===== src/rpf_pkg.sv =====
// ----------------------------------------------------------------------------
// rpf_pkg: shared constants and types for the pair repulsive force pipeline
// Fixed-point formats, stage counts and the sideband record that travels
// alongside the arithmetic units.
// ----------------------------------------------------------------------------
`default_nettype none

package rpf_pkg;

  // Fraction bits of every fixed-point quantity.
  localparam int POS_FRAC_BITS = 24;

  localparam longint ONE_RAW   = longint'(1) << POS_FRAC_BITS;
  // Cutoff radius of 0.01 and minimum radius of cutoff/100, rounded.
  localparam longint CUT_RAW   = (ONE_RAW + 50) / 100;
  localparam longint MINR_RAW  = (ONE_RAW + 5000) / 10000;
  localparam longint CUT2_RAW  = CUT_RAW * CUT_RAW;
  localparam longint MINR2_RAW = MINR_RAW * MINR_RAW;

  // Dividing by the mass of 1/100 is a multiplication by 100.
  localparam int FORCE_SCALE = 100;
  localparam int SCALE_W     = 7;

  localparam int POS_W  = 32;
  localparam int ACC_W  = 64;
  localparam int DIFF_W = POS_W + 1;

  // Width of a distance component that lies within the cutoff.
  localparam int CUT_W    = $clog2(CUT_RAW + 1);
  // Floor of log2 of the minimum radius; bounds the quotients.
  localparam int MINR_LOG = $clog2(MINR_RAW + 1) - 1;

  localparam int R2_W       = 2 * CUT_W;
  localparam int SQRT_STEPS = CUT_W;
  localparam int SQ_REM_W   = CUT_W + 2;

  localparam int DIV_NUM_W = 2 * POS_FRAC_BITS + 1;
  localparam int DIV_Q_W   = DIV_NUM_W - MINR_LOG;
  localparam int DIV_D_W   = CUT_W;

  localparam int U_W   = POS_FRAC_BITS + 1;
  localparam int G_W   = CUT_W + POS_FRAC_BITS - MINR_LOG;
  localparam int VHI_W = DIV_Q_W - POS_FRAC_BITS;
  localparam int PH_W  = G_W + VHI_W;
  localparam int PL_W  = G_W + POS_FRAC_BITS;
  localparam int W_W   = PH_W + 1;
  localparam int M_W   = W_W + SCALE_W;

  // Front end, square root, two divider passes, multiply, sum, scale, output.
  localparam int FRONT_STAGES = 3;
  localparam int BACK_STAGES  = 4;
  localparam int LATENCY      = FRONT_STAGES + SQRT_STEPS + 2 * DIV_Q_W + BACK_STAGES;

  typedef struct packed {
    logic signed [ACC_W-1:0] ax;
    logic signed [ACC_W-1:0] ay;
    logic                    in_range;
    logic                    dx_neg;
    logic                    dx_zero;
    logic                    dy_neg;
    logic                    dy_zero;
    logic [CUT_W-1:0]        adx;
    logic [CUT_W-1:0]        ady;
    logic [CUT_W-1:0]        r;
    logic [G_W-1:0]          g;
  } side_t;

endpackage

`default_nettype wire


===== src/rpf_sqrt.sv =====
// ----------------------------------------------------------------------------
// rpf_sqrt: pipelined integer square root
// Restoring digit-by-digit root, one result bit per register stage.
// ----------------------------------------------------------------------------
`default_nettype none

module rpf_sqrt (
  input  wire logic                      clk,
  input  wire logic                      en,
  input  wire logic [rpf_pkg::R2_W-1:0]  x,
  output      logic [rpf_pkg::CUT_W-1:0] root
);
  import rpf_pkg::*;

  logic [SQ_REM_W-1:0] rem_q  [SQRT_STEPS];
  logic [CUT_W-1:0]    root_q [SQRT_STEPS];
  logic [R2_W-1:0]     x_q    [SQRT_STEPS];

  for (genvar k = 0; k < SQRT_STEPS; k++) begin : g_step
    logic [SQ_REM_W-1:0] rem_in;
    logic [CUT_W-1:0]    root_in;
    logic [R2_W-1:0]     x_in;
    logic [SQ_REM_W+1:0] t;
    logic [SQ_REM_W+1:0] trial;
    logic                ge;

    if (k == 0) begin : g_first
      assign rem_in  = '0;
      assign root_in = '0;
      assign x_in    = x;
    end else begin : g_rest
      assign rem_in  = rem_q[k-1];
      assign root_in = root_q[k-1];
      assign x_in    = x_q[k-1];
    end

    assign t     = {rem_in, x_in[R2_W-1 -: 2]};
    assign trial = (SQ_REM_W + 2)'({root_in, 2'b01});
    assign ge    = (t >= trial);

    always_ff @(posedge clk) begin
      if (en) begin
        rem_q[k]  <= ge ? SQ_REM_W'(t - trial) : t[SQ_REM_W-1:0];
        root_q[k] <= {root_in[CUT_W-2:0], ge};
        x_q[k]    <= x_in << 2;
      end
    end
  end

  assign root = root_q[SQRT_STEPS-1];

endmodule

`default_nettype wire


===== config.mk =====
export PLATFORM = sky130hd
export DESIGN_NAME = rpf_sqrt
export DESIGN_NICKNAME = d
export VERILOG_FILES = /design/src/rpf_pkg.sv /design/src/rpf_sqrt.sv
export SDC_FILE = /design/constraint.sdc
export NUM_CORES = 1
export LEC_CHECK = 0
export BUFFER_PORTS_ARGS = -buffer_cell sky130_fd_sc_hd__clkbuf_2
export CORE_ASPECT_RATIO = 1.1
export CORE_MARGIN = 3
export CORE_UTILIZATION = 28
export DETAILED_ROUTE_END_ITERATION = 12
export GPL_ROUTABILITY_DRIVEN = 0
export PLACE_DENSITY = 0.51
export SYNTH_ARGS = -nofsm -noshare
export SYNTH_HDL_FRONTEND = slang
export SYNTH_SLANG_ARGS = --single-unit
export TNS_END_PERCENT = 30

===== constraint.sdc =====
create_clock -name clk -period 5.8 [get_ports clk]
set_clock_uncertainty 0.2 [all_clocks]
set_input_delay 0.29 -clock clk [delete_from_list [all_inputs] [get_ports clk]]
set_output_delay 0.29 -clock clk [all_outputs]
set_load 0.02 [all_outputs]

# == Word-level counts from Yosys, hierarchy flattened ==
# Memories as Yosys holds them, arrays and structs flattened.
# Cells that the tools add are included.
# word_totals
elab_cells,59
ram_bits,1296
memories,3
register_bits,0
output_inout_bits,18
input_bits,38
# memory_table
memory,words,width,read_ports,rd_clocked_by_memory_dff,wr,line,text
x_q,18,34,17,0,18,rpf_sqrt.sv:17,logic [R2_W-1:0] x_q [SQRT_STEPS];
rem_q,18,20,17,0,18,rpf_sqrt.sv:15,logic [SQ_REM_W-1:0] rem_q [SQRT_STEPS];
root_q,18,18,18,0,18,rpf_sqrt.sv:16,logic [CUT_W-1:0] root_q [SQRT_STEPS];
# op_classes
add_sub_neg,18
n_mux,20
n_lt_le_gt_ge,18
# ops
operator,count
$ge A22 B20 Y1,17
$mux W20,18
$sub A20 B20 Y20,17
$sub A2 B1 Y3 const B,1
$ge A2 B1 Y1 const B,1
$mux W1,2

# == Logic depth before layout (Yosys ltp) ==
# An unclocked memory read counts as a cell.
# depth
depth_word,3
depth_mapped,13
depth_no_buf,12

# == Worst setup path before layout ==
# OpenSTA, ideal clock, no wires.
# synth_timing
path_type,flip-flop to flip-flop
from,memory rem_q[13][0] (netlist name)
to,memory rem_q[14][4] (netlist name) (data pin)
required_ps,5340
stages_incl_launch_ff,10
period_less_slack_ps,3107
setup_time_ps,260
n_path_buf,1
arrival_time_ps,2648
path_slack_ps,2693
cell_sequence,edfxtp_1 -> ha_1 -> nor2b_1 -> o21a_1 -> o21ai_0 -> a21oi_1 -> a311o_1 -> a21oi_1 -> clkbuf_1 -> mux2_2
# synth_rtl
item,line
start: declaration,rpf_sqrt.sv:15

==> flow_summary.yaml <==
grt:
  use_met2_pct: 17.8
  busiest_layer: "met2"
  overflow: 0
  grt_pass1_vias: 21200
  grt_use_total_pct: 9.56
  met1_usage_pct: 10.1
  grtUsageMet3_pct: 2.01
  antenna_found_initial: 0
  grt_max_degree: 144
  grt_pass1_wl_um: 105000
finish:
  final_cell_mix: "edfxtp_1, inv_1, nand2_1, ha_1, a21oi_1"
  syn_to_final_growth_pct: 16.1
  drive_gt1_share_pct: 8.38
  mostFrequentLayoutCell: "edfxtp_1"
  stdcell_count: 4712
  nets: 3188
  fin_util_pct: 32.9
  diodes: 0
power_and_ir_drop:
  p_per_area_mw_per_mm2: 363
  irDropWorstVdd_uv: 216
  p_leak_nw: 16.0
synth:
  synth_edf_count: 794
  synth_area_mm2: 0.0366
  postSynthAreaPerCell_um2: 13.1
  synth-seq-cells: 794
  async_reset_ff_share_pct: 0
  ys_seq_area_share_pct: 65.1
  synth_cells: 2803
  yosys_warnings: 0
  ys.flop_type: "edfxtp_1"
  synth_cell_type_count: 76
  synth_nets: 3031
die:
  dieHeight_um: 385
  die_x_um: 351
  core_mm2: 0.129
  start_util_pct: 28.3
  dieArea_mm2: 0.135
  ioPinCount: 56
  core.rowCount: 138
routing:
  via_per_inst: 4.44
  drt_iter0_markers: 981
  antenna_left: 0
  first_pass_iters: 5
  wl_per_cell_um: 13.6
  drc: 0
  vias: 20900
  wl_um: 63900
timing:
  period_needed_ps: 3540
  drv_slew: 0
  period_share_pct: 61.0
  rsz0062_at_grt: "no"
  hold_viol: 0
  tightest_slew_ps: 884
  max_freq_mhz: 283
  setup_violations: 0
  relSlewSlack_pct: 41.1
  fin_setup_tns_ps: 0
worst_setup_path:
  cp-startpoint: "rem_q[15][1]$_DFFE_PP_"
  worstPathArrival_ps: 3790
  cp_top_family: "compound AO/OA/AOI/OAI gates"
  r2r_start: "rem_q[15][1]$_DFFE_PP_"
  path_max_fanout: 23
  cp-end-kind: "register"
  critPathRequiredTime_ps: 6050
  crit_slowest_cell: "or2_1"
  cp_slowest_stage_delay_ps: 690
  cp_cell_sequence: "ha_1, o21ai_0, a21oi_1, o2111ai_1, and3_1, o41ai_1, or2_1, mux2_2"
  cp-start-kind: "register"
  crit_type: "reg -> reg"
  critPathBufInv: 0
place:
  dp.cells: 4509
  hpwl_um: 44400
  port_buffers: 55
worst_hold_path:
  hold_class: "in -> reg"
  hold_start: "x[15]"
clock_network:
  worstSkewPairLatency_ps: 690
  path_clk_slew_ps: 50
  cts_root_buffer: "clkbuf_16"
  clockBufferDepth: 3
  post_cts_resized: 0
  h-tree-depth: 3
  cts.sinks: 794
  cts_tree: "done"
  cts_made_buffers: 91
status:
  status: "finished clean"
flow_run:
  drv_cap: 0
## cell usage after synthesis, types with 40 or more instances
master / count / share of area, %
a21o_1: 53 / 1.1
a21oi_1: 172 / 2.4
clkbuf_1: 40 / 0.41
edfxtp_1: 794 / 65
ha_1: 190 / 6.5
inv_1: 239 / 2.4
nand2_1: 199 / 2.0
nand2b_1: 54 / 0.92
nand3_1: 49 / 0.67
nor2_1: 157 / 1.6
nor3_1: 60 / 0.82
o21ai_0: 162 / 2.2
xnor2_1: 130 / 3.1
xor2_1: 106 / 2.5
## report_power, final
| group | switching, mW | internal (mW) |
|---|---|---|
| Sequential | 0.338 | 7.09 |
| Combinational | 1.20 | 0.935 |
| Clock | 2.34 | 3.53 |
## metal layers
metal,routed length (um),share of wire [%]
met1,25000,39
met2,33800,53
met3,2320,3.6
met4,2740,4.3
met5,0,0
## flip-flops by register name (all words and copies together) (netlist names)
name	count
rem_q	317
root_q	171
x_q	306
## logic make-up after synthesis
kind of cell / synth area share, %
muxes: 0.953
adders and majority gates: 6.49
and+or+nand+nor: 9.76
xor gates and xnor gates: 5.64
other: 0.0102
AOI/OAI and AO/OA: 9.12
buffers and inverters: 2.94
DFF: 65.1
## cell type report
| type | instances | area, um2 |
|---|---|---|
| multi-input combinational | 1724 | 11700 |
| clock buffer | 106 | 2330 |
| timing repair buffer | 109 | 848 |
| tap | 1680 | 2100 |
| sequential | 794 | 23800 |
| clock inverter | 59 | 754 |
| inverter | 240 | 901 |
| fill | 12600 | 86800 |
## worst paths after layout
kind	slack [ps]	to	cells past startpoint
worst max-delay path	2260	rem_q[16][11]$_DFFE_PP_	8
worst min-delay path	110	x_q[0][15]$_DFFE_PP_	2
worst max register to register	2260	rem_q[16][11]$_DFFE_PP_	8
worst min register to register	200	x_q[8][19]$_DFFE_PP_	0
## through the flow
step	cell area [um2]	power (mW)	hold slack, ps	worst slack, ps
2_1_floorplan	36600	9.03	189	2690
3_3_place_gp	39100	9.66	200	2260
3_5_place_dp	39100	9.69	205	2220
4_1_cts	42500	15.7	23.9	2200
5_1_grt	42500	16.3	67.7	1930
6_report	42500	15.4	108	2260
## timing repair
action / 4_1_cts / 5_1_grt
setup endpoints to repair: 0 / 0
setup buffers: 0 / 0
endpoints found under the hold margin: 118 / 0
hold buffers: 38 / 0
Note: power is estimated with default switching activity, not from simulation.
