## config.mk

```make
export PLATFORM = sky130hd
export DESIGN_NAME = rpf_div
export DESIGN_NICKNAME = d
export VERILOG_FILES = /design/src/rpf_pkg.sv /design/src/rpf_div.sv
export SDC_FILE = /design/constraint.sdc
export NUM_CORES = 2
export LEC_CHECK = 0
export BUFFER_PORTS_ARGS = -buffer_cell sky130_fd_sc_hd__buf_2
export CORE_MARGIN = 2
export CORE_UTILIZATION = 60
export CTS_CLUSTER_DIAMETER = 150
export DETAILED_ROUTE_END_ITERATION = 7
export PLACE_DENSITY_LB_ADDON = 0.15
export SLEW_MARGIN = 20
export SYNTH_ARGS = -nofsm -noshare
export SYNTH_HDL_FRONTEND = slang
export SYNTH_MEMORY_MAX_BITS = 65536
export SYNTH_SLANG_ARGS = --single-unit
```

## constraint.sdc

```tcl
create_clock -name clk -period 3.6 [get_ports clk]
set_input_delay 0 -clock clk [delete_from_list [all_inputs] [get_ports clk]]
set_output_delay 0 -clock clk [all_outputs]
set_load 0.01 [all_outputs]
```

## src/rpf_pkg.sv

```systemverilog
// ----------------------------------------------------------------------------
// rpf_pkg: shared constants and types for the pair repulsive force pipeline
// Fixed-point formats, stage counts and the sideband record that travels
// alongside the arithmetic units.
// ----------------------------------------------------------------------------
`default_nettype none

package rpf_pkg;

  // Fraction bits of every fixed-point quantity.
  localparam int POS_FRAC_BITS = 24;

  localparam longint ONE_RAW   = longint'(1) << POS_FRAC_BITS;
  // Cutoff radius of 0.01 and minimum radius of cutoff/100, rounded.
  localparam longint CUT_RAW   = (ONE_RAW + 50) / 100;
  localparam longint MINR_RAW  = (ONE_RAW + 5000) / 10000;
  localparam longint CUT2_RAW  = CUT_RAW * CUT_RAW;
  localparam longint MINR2_RAW = MINR_RAW * MINR_RAW;

  // Dividing by the mass of 1/100 is a multiplication by 100.
  localparam int FORCE_SCALE = 100;
  localparam int SCALE_W     = 7;

  localparam int POS_W  = 32;
  localparam int ACC_W  = 64;
  localparam int DIFF_W = POS_W + 1;

  // Width of a distance component that lies within the cutoff.
  localparam int CUT_W    = $clog2(CUT_RAW + 1);
  // Floor of log2 of the minimum radius; bounds the quotients.
  localparam int MINR_LOG = $clog2(MINR_RAW + 1) - 1;

  localparam int R2_W       = 2 * CUT_W;
  localparam int SQRT_STEPS = CUT_W;
  localparam int SQ_REM_W   = CUT_W + 2;

  localparam int DIV_NUM_W = 2 * POS_FRAC_BITS + 1;
  localparam int DIV_Q_W   = DIV_NUM_W - MINR_LOG;
  localparam int DIV_D_W   = CUT_W;

  localparam int U_W   = POS_FRAC_BITS + 1;
  localparam int G_W   = CUT_W + POS_FRAC_BITS - MINR_LOG;
  localparam int VHI_W = DIV_Q_W - POS_FRAC_BITS;
  localparam int PH_W  = G_W + VHI_W;
  localparam int PL_W  = G_W + POS_FRAC_BITS;
  localparam int W_W   = PH_W + 1;
  localparam int M_W   = W_W + SCALE_W;

  // Front end, square root, two divider passes, multiply, sum, scale, output.
  localparam int FRONT_STAGES = 3;
  localparam int BACK_STAGES  = 4;
  localparam int LATENCY      = FRONT_STAGES + SQRT_STEPS + 2 * DIV_Q_W + BACK_STAGES;

  typedef struct packed {
    logic signed [ACC_W-1:0] ax;
    logic signed [ACC_W-1:0] ay;
    logic                    in_range;
    logic                    dx_neg;
    logic                    dx_zero;
    logic                    dy_neg;
    logic                    dy_zero;
    logic [CUT_W-1:0]        adx;
    logic [CUT_W-1:0]        ady;
    logic [CUT_W-1:0]        r;
    logic [G_W-1:0]          g;
  } side_t;

endpackage

`default_nettype wire

```

## src/rpf_div.sv

```systemverilog
// ----------------------------------------------------------------------------
// rpf_div: pipelined unsigned divider
// Restoring long division, one quotient bit per register stage.
// ----------------------------------------------------------------------------
`default_nettype none

module rpf_div (
  input  wire logic                          clk,
  input  wire logic                          en,
  input  wire logic [rpf_pkg::DIV_NUM_W-1:0] num,
  input  wire logic [rpf_pkg::DIV_D_W-1:0]   den,
  output      logic [rpf_pkg::DIV_Q_W-1:0]   quo
);
  import rpf_pkg::*;

  // The numerator bits above the quotient are always below the divisor.
  localparam int HEAD_W = DIV_NUM_W - DIV_Q_W;

  logic [DIV_D_W-1:0] rem_q [DIV_Q_W];
  logic [DIV_Q_W-1:0] lo_q  [DIV_Q_W];
  logic [DIV_D_W-1:0] den_q [DIV_Q_W];
  logic [DIV_Q_W-1:0] quo_q [DIV_Q_W];

  for (genvar k = 0; k < DIV_Q_W; k++) begin : g_step
    logic [DIV_D_W-1:0] rem_in;
    logic [DIV_Q_W-1:0] lo_in;
    logic [DIV_D_W-1:0] den_in;
    logic [DIV_Q_W-1:0] quo_in;
    logic [DIV_D_W:0]   t;
    logic               ge;

    if (k == 0) begin : g_first
      assign rem_in = DIV_D_W'(num[DIV_NUM_W-1 -: HEAD_W]);
      assign lo_in  = num[DIV_Q_W-1:0];
      assign den_in = den;
      assign quo_in = '0;
    end else begin : g_rest
      assign rem_in = rem_q[k-1];
      assign lo_in  = lo_q[k-1];
      assign den_in = den_q[k-1];
      assign quo_in = quo_q[k-1];
    end

    assign t  = {rem_in, lo_in[DIV_Q_W-1]};
    assign ge = (t >= {1'b0, den_in});

    always_ff @(posedge clk) begin
      if (en) begin
        rem_q[k] <= ge ? DIV_D_W'(t - {1'b0, den_in}) : t[DIV_D_W-1:0];
        lo_q[k]  <= lo_in << 1;
        den_q[k] <= den_in;
        quo_q[k] <= {quo_in[DIV_Q_W-2:0], ge};
      end
    end
  end

  assign quo = quo_q[DIV_Q_W-1];

endmodule

`default_nettype wire

```

## Yosys cells after proc, flatten, opt, wreduce, memory -nomap -nowiden

Memory sizes are Yosys's and may differ from the RTL's.
Cells that the tools add are included.

- Add/subtract/negate cells: 39
- Magnitude comparators: 39
- Multiplexer cells: 41

Operator list:

| kind | count |
|---|---|
| $ge 19x18->1 | 38 |
| $mux 18 | 39 |
| $sub 18x18->18 | 38 |
| $ge 11x18->1 | 1 |
| $sub 11x18->18 | 1 |
| $mux 1 | 2 |

- Register bits after elaboration: 0
- Bits in writable memories: 4,407
- Input port bits: 69
- Output and inout bits: 39
- Word-level logic and storage cells: 123
- Memories kept: 4

Memory list:

| memory | words | bits a word | rd ports | clocked after Yosys merged registers in | wr ports | line | text |
|---|---|---|---|---|---|---|---|
| quo_q | 39 | 39 | 39 | 0 | 39 | rpf_div.sv:22 | `logic [DIV_Q_W-1:0] quo_q [DIV_Q_W];` |
| lo_q | 39 | 38 | 38 | 0 | 39 | rpf_div.sv:20 | `logic [DIV_Q_W-1:0] lo_q [DIV_Q_W];` |
| den_q | 39 | 18 | 38 | 0 | 39 | rpf_div.sv:21 | `logic [DIV_D_W-1:0] den_q [DIV_Q_W];` |
| rem_q | 39 | 18 | 38 | 0 | 39 | rpf_div.sv:19 | `logic [DIV_D_W-1:0] rem_q [DIV_Q_W];` |

## Depth between registers and ports, before layout

An unclocked memory read counts as a cell.

- Word-level depth: 3
- Mapped depth: 14
- Gate-level depth less buffers: 12

## Least setup slack after synthesis

No wires, ideal clock.

- Kind: register -> register
- From: memory lo_q[2][113] in the netlist's numbering
- To: memory rem_q[9][34] in the netlist's numbering, data pin
- Setup time: 0.260 ns
- Data arrival time: 2.858 ns
- Data required time: 3.340 ns
- Path slack: 0.482 ns
- Stages on the path, launching flop included: 12
- Buffers on the path: 0
- Period minus slack after synthesis: 3.118 ns
- Cell sequence: edfxtp_1 -> inv_1 -> ha_1 -> inv_1 -> fa_1 -> a211o_1 -> a2111oi_2 -> o31ai_1 -> o41ai_1 -> nor4b_1 -> a211o_1 -> mux2_2

RTL lines:

| element | line |
|---|---|
| from (decl) | rpf_div.sv:20 |
| to (decl) | rpf_div.sv:19 |

==> results.toml <==
[critical_path]
critical_path_buf_inv_count = 2
cp-start-kind = "flop"
crit_fanout = 3
ff2ff_setup_slack_ns = 0.20
critPathRequiredTime_ns = 4.21
worstSetupPathType = "flop to flop"
cpMaxStageDelayCell = "a2111oi_0"
worst-r2r-cell-count = 12
crit-reg2reg-launch = "lo_q[1][189]"
critPathMostFrequentCell = "inv_1"
cp.arrival_ns = 4.02
slowest_delay_ns = 0.55
cp_num_cells = 12
r2r-end = "rem_q[6][32]"
critical_path.endpoint_type = "flop"
path_cells = "inv_1 -> ha_1 -> inv_1 -> fa_1 -> a211oi_1 -> o21ai_0 -> nand4_1 -> nand2_1 -> a2111oi_0 -> o21bai_1 -> xor2_1 -> mux2_2"
crit_family = "compound AO/OA/AOI/OAI gates"

[pwr]
power_switching_w = 0.04013
p_int_w = 0.08381
ir_drop_mv = 0.6551
p_seq_frac = 0.398
netSwitchingFraction = 0.3238
cellLeakagePower_nw = 56.05
clock_power_share = 0.256
power_frac_comb = 0.346
p_per_area_nw_per_um2 = 848.5

[synthesis]
synth-main-ff-cell = "edfxtp_1"
synth.distinct_cells = 86
yosys_warnings = 0
ys_seq_elements = 2889
syn_area_per_cell_um2 = 13.96
async_reset_ff_frac = 0
syn_nets = 10060
synth_area_um2 = 129200
syn_inst = 9256
synth-edff-count = 2889
seq_area_frac_synth = 0.6715

[sta]
timing.setup.tns_ns = 0
fin_crit_ns = 3.403
max-slew-margin-rel = 0.4406
fmax_mhz = 293.8
period_share = 0.9454
finalSetupViolations = 0
hold_ws_ns = 0.1784
skew_ns = 0.09073
finalHoldViolCount = 0
rsz0062_at_grt = "no"
maxSlewViolCount = 0
worst_slew_pin_slew_ns = 0.8391

[route]
vias = 74310
first_iter_violations = 5939
wl_mm = 258.7
antenna_left = 0
route.detailed.drc = 0
routedWlPerCell_um = 20.04
firstDrtPassIters = 8
viasPerCell = 5.757

[placed_design]
io_buffers = 107
place_area_um2 = 134500
place_congestion = 0.9072
dpl.hpwl_mm = 174.6

[cells_and_area]
final_cell_mix = "2889 x edfxtp_1, 873 x inv_1, 699 x a21oi_1"
final_area_um2 = 146100
drive_above_1_share = 0.1118
final_common_cell = "edfxtp_1"
area_growth_pct = 13.06
final_nets = 10630

[cts]
path_clk_slew_ns = 0.06
cts-root-buf = "clkbuf_16"
clockBufferDepth = 4
htree_levels = 5
cts_resized = 0
cts_sinks = 2889
clock_latency_ns = 0.94
cts_buffers = 314
cts_tree = "yes"

[global_routing]
grt_overflow = 0
grt_util_met3 = 0.02809
top_usage_layer = "met2"
antenna_found_initial = 1
grt_pass1_wl_mm = 406.6
grtUsageMet1 = 0.3199
use_met2 = 0.3964
grtUsageTotal = 0.2348
grt_max_degree = 119
grt_pass1_vias = 73980

[min_path]
hold_class = "primary input to flop"
holdPathStages = 5
hold_start = "den[17]"
whs_endpoint = "rem_q[0][0]"

[status]
outcome = "completed"

[floorplan]
fp.dieH_um = 468.0
core_um2 = 214400
rows = 170
initial_core_util = 0.6026
fp.dieW_um = 468.0
ios = 108
dieArea_um2 = 219100

[flow_run]
cap_violations = 0
-- layer usage --
| layer | share of wire | vias to the layer above |
|---|---|---|
| met2 | 0.49 | 1877 |
| met5 | 0 | - |
| met3 | 0.042 | 500 |
| met1 | 0.43 | 36170 |
| met4 | 0.031 | 0 |
| li1 | - | 35770 |
-- cell usage after synthesis (10+ instances only) --
cell	n	area (um^2)
a211o_1	33	289.0
a211oi_1	98	735.7
a21boi_0	23	172.7
a21o_1	207	1554
a21oi_1	704	3523
a221oi_1	13	113.9
a311oi_1	11	96.34
a31o_2	19	166.4
a31oi_1	67	419.2
a41oi_1	11	96.34
and3_1	23	143.9
and4_1	11	96.34
buf_1	15	56.30
buf_2	35	175.2
clkbuf_1	106	397.9
edfxtp_1	2889	86750
fa_1	38	760.7
ha_1	695	8696
inv_1	873	3277
mux2_2	331	3727
mux2i_1	31	310.3
nand2_1	437	1640
nand2b_1	89	556.8
nand3_1	105	525.5
nand3b_1	11	82.58
nand4_1	99	619.3
nor2_1	593	2226
nor2b_1	75	469.2
nor3_1	96	480.5
nor3b_1	11	82.58
nor4_1	25	156.4
o2111ai_1	24	210.2
o211ai_1	29	217.7
o21a_1	138	1036
o21ai_0	494	2472
o21ai_1	13	65.06
o21bai_1	49	367.9
o221ai_1	20	175.2
o2bb2ai_1	10	87.58
o31a_1	32	280.3
o31ai_1	36	270.3
or3_1	35	219.0
xnor2_1	279	2444
xor2_1	196	1717
-- power by group through the flow --
stage          Combinational, W  Sequential (W)  Clock, W
6_report                 0.0429          0.0493    0.0317
4_1_cts                  0.0427          0.0493    0.0325
3_3_place_gp             0.0414          0.0499         0
2_1_floorplan            0.0322          0.0479         0
3_5_place_dp             0.0421          0.0499         0
5_1_grt                  0.0477          0.0498    0.0337
-- worst register-to-register path, stage by stage, from the launching register on --
cell and delay [ns]:
edfxtp_1 0.37, inv_1 0.10, ha_1 0.17, inv_1 0.05, fa_1 0.43, a211oi_1 0.40
o21ai_0 0.23, nand4_1 0.17, nand2_1 0.10, a2111oi_0 0.55, o21bai_1 0.14, xor2_1 0.16
mux2_2 0.26
-- what timing repair did --
action	CTS	global route
endpoints found under the setup margin	0	4
hold endpoints to repair	1303	0
setup buffers	0	1
hold buffers	141	0
-- how the worst max path moves through the flow --
stage | endpoint | from | slack, ns
floorplan | rem_q[9][34] | lo_q[2][113] | 0.48
global placement | rem_q[9][34] | lo_q[2][113] | 0.25
detailed placement | rem_q[15][6] | rem_q[14][18] | 0.28
CTS | rem_q[6][32] | lo_q[1][189] | 0.21
global route | rem_q[15][6] | den_q[3][91] | 0.06
finish | rem_q[6][32] | lo_q[1][189] | 0.20
-- flip-flops by register name (all words and copies together) (netlist names) --
| name | count |
|---|---|
| den_q | 684 |
| rem_q | 684 |
| quo_q | 780 |
| lo_q | 741 |
-- metrics by stage --
stage | std cells | utilization | setup slack [ns] | total power, W
final | 12910 | 0.6813 | 0.1967 | 0.1239
after global routing | 12910 | 0.6813 | 0.06479 | 0.1312
after CTS | 12910 | 0.6812 | 0.2084 | 0.1245
after detailed placement | 12210 | 0.6273 | 0.2833 | 0.09196
after global placement | 12210 | 0.6273 | 0.2510 | 0.09133
after floorplan | 9256 | - | 0.4823 | 0.08009
-- layout make-up --
type / instances / area (um^2)
antenna: 1 / 2.502
clock buffer: 362 / 8059
clock inverter: 194 / 2074
fill: 14690 / 68340
inverter: 873 / 3277
multi-input combinational: 5330 / 38540
sequential: 2889 / 86750
tap: 2838 / 3551
timing repair buffer: 421 / 3811
-- kinds of logic (layout without fill, tap and decap cells) --
logic type / Yosys count / after routing / synth area share
compound gates: 2101 / 2101 / 0.1011
buf+inv: 1037 / 1850 / 0.03083
fa+ha+maj: 733 / 733 / 0.07320
flops: 2889 / 2889 / 0.6715
other cells: 0 / 1 / 0
simple gates: 1651 / 1651 / 0.05904
mux: 370 / 370 / 0.03218
xor+xnor: 475 / 475 / 0.03220
Note: power is estimated with default switching activity, not from simulation.
